<file path="src/design/dafe_pkg.sv">
// ----------------------------------------------------------------------------
// dafe_pkg
// Shared types and constants of the assembly flowshop schedule evaluator.
// ----------------------------------------------------------------------------
package dafe_pkg;

  localparam int MACHINES_DEF   = 8;
  localparam int FACTORIES_DEF  = 4;
  localparam int TIME_WIDTH_DEF = 24;

  localparam int PROC_W    = 8;
  localparam int PROC_N    = 8;
  localparam int MODE_W    = 2;
  localparam int CHOSEN_W  = 2;
  localparam int OUT_T_W   = 24;
  localparam int SUM_W     = 32;
  localparam int MU_W      = 4;
  localparam int FU_W      = 3;
  localparam int CFG_DW    = 4;
  localparam int CFG_IW    = 1;
  localparam int IN_DW     = 80;
  localparam int OUT_DW    = 88;

  localparam logic [MU_W-1:0] MU_RESET = 4'd8;
  localparam logic [FU_W-1:0] FU_RESET = 3'd4;

  typedef enum logic [MODE_W-1:0] {
    MODE_JOB    = 2'd0,
    MODE_ASM    = 2'd1,
    MODE_CLEAR  = 2'd2,
    MODE_UNUSED = 2'd3
  } mode_t;

  typedef enum logic [CFG_IW-1:0] {
    REG_MACHINES  = 1'd0,
    REG_FACTORIES = 1'd1
  } reg_idx_t;

  typedef enum logic [6:0] {
    ST_IDLE   = 7'b0000001,
    ST_CHAIN  = 7'b0000010,
    ST_SCAN   = 7'b0000100,
    ST_COMMIT = 7'b0001000,
    ST_ASM    = 7'b0010000,
    ST_CLR    = 7'b0100000,
    ST_FIN    = 7'b1000000
  } state_t;

  typedef struct packed {
    logic compute;
    logic commit;
    logic clear;
    logic act;
  } cell_ctrl_t;

endpackage

</file>
<file path="src/design/dafe_cell.sv">
// ----------------------------------------------------------------------------
// dafe_cell
// One machine column: free times of this machine in every factory and the
// completion chain step max(prev, free) + p, computed for all factories.
// ----------------------------------------------------------------------------
module dafe_cell import dafe_pkg::*; #(
  parameter int FACTORIES  = FACTORIES_DEF,
  parameter int TIME_WIDTH = TIME_WIDTH_DEF,
  parameter int FW         = (FACTORIES > 1) ? $clog2(FACTORIES) : 1
) (
  input  logic                                   clk,
  input  logic                                   rst_n,
  input  cell_ctrl_t                             ctrl,
  input  logic [4:0]                             fu_c,
  input  logic [FW-1:0]                          sel,
  input  logic [PROC_W-1:0]                      proc,
  input  logic [FACTORIES-1:0][TIME_WIDTH-1:0]   prev_in,
  output logic [FACTORIES-1:0][TIME_WIDTH-1:0]   chain_out,
  output logic                                   sat
);

  logic [FACTORIES-1:0][TIME_WIDTH-1:0] free_r;
  logic [FACTORIES-1:0][TIME_WIDTH-1:0] chain_r;
  logic [FACTORIES-1:0][TIME_WIDTH-1:0] chain_nxt;
  logic [FACTORIES-1:0]                 sat_k;

  always_comb begin
    for (int k = 0; k < FACTORIES; k++) begin
      logic [TIME_WIDTH-1:0] start;
      logic [TIME_WIDTH:0]   s;
      start = (prev_in[k] > free_r[k]) ? prev_in[k] : free_r[k];
      s = {1'b0, start} + {{(TIME_WIDTH+1-PROC_W){1'b0}}, proc};
      if (!ctrl.act) begin
        chain_nxt[k] = prev_in[k];
        sat_k[k]     = 1'b0;
      end else if (s[TIME_WIDTH]) begin
        chain_nxt[k] = '1;
        sat_k[k]     = (5'(k) < fu_c);
      end else begin
        chain_nxt[k] = s[TIME_WIDTH-1:0];
        sat_k[k]     = 1'b0;
      end
    end
  end

  assign sat       = ctrl.compute & (|sat_k);
  assign chain_out = chain_r;

  always_ff @(posedge clk) begin
    if (ctrl.compute) begin
      chain_r <= chain_nxt;
    end
  end

  always_ff @(posedge clk) begin
    if (!rst_n || ctrl.clear) begin
      free_r <= '0;
    end else if (ctrl.commit && ctrl.act) begin
      for (int k = 0; k < FACTORIES; k++) begin
        if (FW'(k) == sel) begin
          free_r[k] <= chain_r[k];
        end
      end
    end
  end

endmodule

</file>
<file path="config.mk">
export PLATFORM = sky130hd
export DESIGN_NAME = dafe_cell
export DESIGN_NICKNAME = d
export VERILOG_FILES = /design/src/design/dafe_pkg.sv /design/src/design/dafe_cell.sv
export SDC_FILE = /design/constraint.sdc
export NUM_CORES = 1
export LEC_CHECK = 0
export BUFFER_PORTS_ARGS = -buffer_cell sky130_fd_sc_hd__buf_2
export CAP_MARGIN = 20
export CORE_MARGIN = 4
export CORE_UTILIZATION = 55
export CTS_BUF_LIST = sky130_fd_sc_hd__clkbuf_8
export DETAILED_ROUTE_END_ITERATION = 6
export PLACE_DENSITY_LB_ADDON = 0.08
export SYNTH_ARGS = -nofsm -noshare
export SYNTH_HDL_FRONTEND = slang
export SYNTH_SLANG_ARGS = --single-unit
</file>
<file path="constraint.sdc">
create_clock -name clk -period 14.05 [get_ports clk]
set_input_delay 2.1075 -clock clk [delete_from_list [all_inputs] [get_ports clk]]
set_output_delay 2.1075 -clock clk [all_outputs]
set_load 0.1 [all_outputs]
</file>
# Word level (Yosys, flattened, before mapping)
# Cells that the tools add are included.
[op_classes]
add_sub_neg = 4
magnitude_cmp = 8
n_eq_ne = 3
muxes = 20
bitwise_logic = 1
n_reduce_logical = 9
[op_table]
columns = ["op", "count"]
rows = [
  ["$mux W24", 12],
  ["$add A24 B8 Y25", 4],
  ["$gt A24 B24 Y1", 4],
  ["$lt A1 B5 Y1 const A", 2],
  ["$lt A2 B5 Y1 const A", 2],
  ["$mux W1", 8],
  ["$reduce_and A2 Y1", 4],
  ["$eq A2 B2 Y1 const A", 2],
  ["$reduce_or A4 Y1", 1],
  ["$eq A1 B2 Y1 const A", 1],
  ["$logic_not A2 Y1", 1],
  ["$and A1 B1 Y1", 1],
  ["$logic_and A1 B1 Y1", 1],
  ["$logic_not A1 Y1", 1],
  ["$logic_or A1 B1 Y1", 1],
]
[totals]
reg_bits = 192
input_bits = 117
output_inout_bits = 97

# Logic depth before layout (Yosys ltp)
[depth]
depth_word = 7
depth_mapped = 26

# Least setup slack after synthesis
# Ideal clock, no wire load.
[synth_path]
path_type = "input -> output"
startpoint = "in prev_in[23] in the netlist's numbering"
endpoint = "out sat"
arrival_ns = 7.036
required_ns = 11.943
slack_ns = 4.907
stages = 19
path_buffers = 3
cell_sequence = "ha_1 -> nand4_2 -> or4_4 -> a21o_1 -> a21boi_1 -> buf_2 -> buf_1 -> a21o_1 -> inv_1 -> fa_1 -> nor2b_2 -> o2111ai_1 -> and4b_1 -> or2_1 -> buf_2 -> nor4_2 -> a21oi_2 -> a21oi_1 -> o311a_1"
[synth_between]
elab_chain_cells = 7
[synth_lines]
columns = ["element", "line", "rtl"]
rows = [
  ["start: declaration", "dafe_cell.sv:17", "input logic [FACTORIES-1:0][TIME_WIDTH-1:0] prev_in,"],
  ["$gt A24 B24 Y1", "dafe_cell.sv:31", "start = (prev_in[k] > free_r[k]) ? prev_in[k] : free_r[k];"],
  ["$mux W24 (*)", "dafe_cell.sv:31", ""],
  ["$add A24 B8 Y25 (*)", "dafe_cell.sv:32", "s = {1'b0, start} + {{(TIME_WIDTH+1-PROC_W){1'b0}}, proc};"],
  ["$mux W1 (*)", "dafe_cell.sv:36", "end else if (s[TIME_WIDTH]) begin"],
  ["$mux W1 (*)", "dafe_cell.sv:33", "if (!ctrl.act) begin"],
  ["$reduce_or A4 Y1 (*)", "dafe_cell.sv:46", "assign sat = ctrl.compute & (|sat_k);"],
  ["$and A1 B1 Y1 (*)", "dafe_cell.sv:46", ""],
  ["end: declaration", "dafe_cell.sv:19", "output logic sat"],
]
# Every way passes the cells marked *; elsewhere a longest branch is shown, timed or not.

# Worst setup path in the final report
[layout_path]
startpoint = "in prev_in[71] in the netlist's numbering"
endpoint = "out sat"
# Same word-level chain as after synthesis.

==> metrics.csv <==
metric;value;unit
vias per cell;6.154;
Fillers;2489;
cell area after synthesis;15000;um2
Syn. warnings;0;
CTS clk-pin slew, worst paths;100;ps
Num CTS Buffers;17;
final clock skew;21.96;ps
Max-slew headroom;26.29;%
# port buffers;213;
max incr delay on CP;780;ps
Worst VDD drop;0.05477;mV
die height;173.2;um
drt first-iter violations;1366;
gpl congestion;0.9173;
Synth Instances;1922;
Final Hold Slack;461.3;ps
largest net degree at the start of global routing;80;
initial antenna violation count;4;
core area;26880;um2
hold endpoint;free_r[78];
RSZ-0062 raised after global routing;no;
commonest non-fill, non-tap cell in the layout;nand2_1;
number of synthesized flops with an enable pin;96;
CTS tree;built;
delay-heaviest family, CP;compound AO/OA/AOI/OAI gates;
post-CTS sizing;0;
Seq cells post-synth;192;
via count;14980;
post-layout util;62.05;%
area of the multi-input gates;9380;um2
WL final;46340;um
grt ovf;0;
gr usage total;29.75;%
Synth Flop Type;edfxtp_1;
Synth Area per Inst;7.806;um2
clock insertion delay at the later pin of the skew report;490;ps
first-pass GRT wire length;73800;um
Pleak;6.204;nW
I/O pin cnt;214;
Clock Sinks;192;
Worst R2R End;chain_out[69];
average wire per standard cell;19.03;um
HP Class;register to register;
Final setup viols;0;
cells on worst reg2reg path;20;
Cell Pwr Density;91.90;nW/um2
Buf/Inv on CP;4;
drt first pass iters;7;
reg2reg start;free_r[71];
worst-case clock buffer depth;2;
DIE WIDTH;173.2;um
row cnt;60;
HPWL Detailed;33480;um
crit-path max FO;23;
Reg area;4805;um2
most frequent cells in the layout;nand2_1 (336), a21oi_1 (239), buf_2 (211), inv_1 (128), ha_1 (128);
hold path start;free_r[78];
Async S/R FF share, synth;0;%
Setup crit end kind;primary output;
hold path depth;2;
Antenna Violating Nets Remaining;0;
cell chain of the critical path;buf_2, ha_1, nand4_1, or2_2, nor3_1, o31a_1, o21a_1, buf_4, a21o_1, inv_1, fa_1, nor2b_1, o21ai_0, a21o_1, a21oi_1, nand3_1, mux2i_4, nand2_2, a221oi_1, o311a_1, buf_2;
P&R area growth vs syn;11.15;%
status;finished, final reports clean;
min Tclk post-route;10550;ps
Fin Setup TNS;0;ps
Worst Tran Pin Value;1105;ps
Die ar.;29980;um2
f_max;94.79;MHz
postcts setup bufs;0;
hold_buf cts;0;
fin. max-slew vios;0;
clock root buffer;clkbuf_8;
layout cells sized above 1;14.72;%
fin crit share;75.09;%
post-layout net count;2329;
initial core utilization;55.82;%
Worst EP required;11940;ps
Seq/Total Area, Yosys;32.02;%
Fin. Hold Viols;0;
Max Cap Violations;0;
flop2flop setup slack;7630;ps
Worst path slowest cell;a21oi_1;
post-synthesis cell type count;89;
vias in the first global route;14100;
critical path launch point type;primary input;
syn nets;2171;
CP Class;primary input to primary output;
worst path arrival time;8440;ps
# H-tree levels;4;
residual DRC count;0;
registers in the layout, indices dropped and copies added, names as in the netlist:
signal,cells
free_r,96
chain_out,96
cell usage after synthesis (all sizes together), types with 5 or more instances:
master    n  area, um2
nand2   337       1267
a21oi   242       1222
ha      128       1602
inv     126      473.0
nor2    124      473.0
o21ai   111      578.1
dfxtp    96       1922
edfxtp   96       2883
nand3    67      335.3
clkbuf   64      240.2
nor3     50      255.3
xnor2    43      376.6
a31oi    38      237.7
nand4    37      237.7
and3     34      212.7
mux2i    28      312.8
buf      25      125.1
a211oi   24      190.2
a21o     20      150.1
o21a     17      127.6
nand2b   16      107.6
o31ai    15      112.6
o211ai   13      97.59
o22a     13      113.9
nor4     11      75.07
xor2     11      96.34
nor2b    10      65.06
mux2      8      90.09
o21bai    8      63.81
o22ai     8      50.05
or2       8      50.05
or3       8      50.05
and2      7      43.79
a211o     6      52.55
a311oi    6      58.80
a22oi     5      37.54
o31a      5      43.79
where the power goes:
| group | switching [mW] | leakage (nW) | internal [mW] | total, mW |
|---|---|---|---|---|
| clock network | 0.223 | 0.211 | 0.169 | 0.391 |
| registers | 0.0170 | 1.71 | 0.623 | 0.640 |
| logic | 0.375 | 4.28 | 0.126 | 0.501 |
| total | 0.615 | 6.20 | 0.918 | 1.53 |
cells by family after synthesis:
family,count (synthesis),synth area share (%)
muxes,36,2.685
adders and majority gates,132,11.21
buffers and inverters,215,5.588
and+or+nand+nor,728,22.28
AOI/OAI and AO/OA,565,23.06
xor gates and xnor gates,54,3.152
DFF,192,32.02
worst max-delay path by stage:
stage                     start  end  slack [ps]  depth (start not counted)
floorplan           prev_in[23]  sat        4910                         19
global placement    prev_in[71]  sat        3810                         21
detailed placement  prev_in[71]  sat        3570                         21
CTS                 prev_in[71]  sat        3570                         21
global route        prev_in[71]  sat        3060                         21
finish              prev_in[71]  sat        3500                         21
layer usage:
layer	part of all wire [%]	track usage, %
met2	46	48.73
met5	0.11	0
met4	1.9	8.713
met1	45	41.11
met3	6.3	4.373
final cells by class:
type                    instances  share of cell area [%]
multi-input cells            1515                   56.25
flip-flops and latches        192                   28.81
repair buffers                228                   7.143
inverters                     126                   2.836
well taps                     341                   2.559
clock buffers                  19                   1.568
clock inverters                13                  0.8178
diodes                          1                 0.01501
per-stage QoR:
stage                     worst slack [ps]  instance area, um2  power, mW  cells
after floorplan                       4907               15000      1.025   1922
after global placement                3808               16260      1.141   2401
after detailed placement              3568               16260      1.148   2401
after CTS                             3570               16660      1.532   2433
after global routing                  3064               16670      1.597   2434
final                                 3500               16680      1.533   2435
tightest hold or removal path, cell delays in order (launching register included):
cell	delay [ps]
dfxtp_1	320
nand2_1	50
a21oi_1	50
Note: power is estimated with default switching activity, not from simulation.
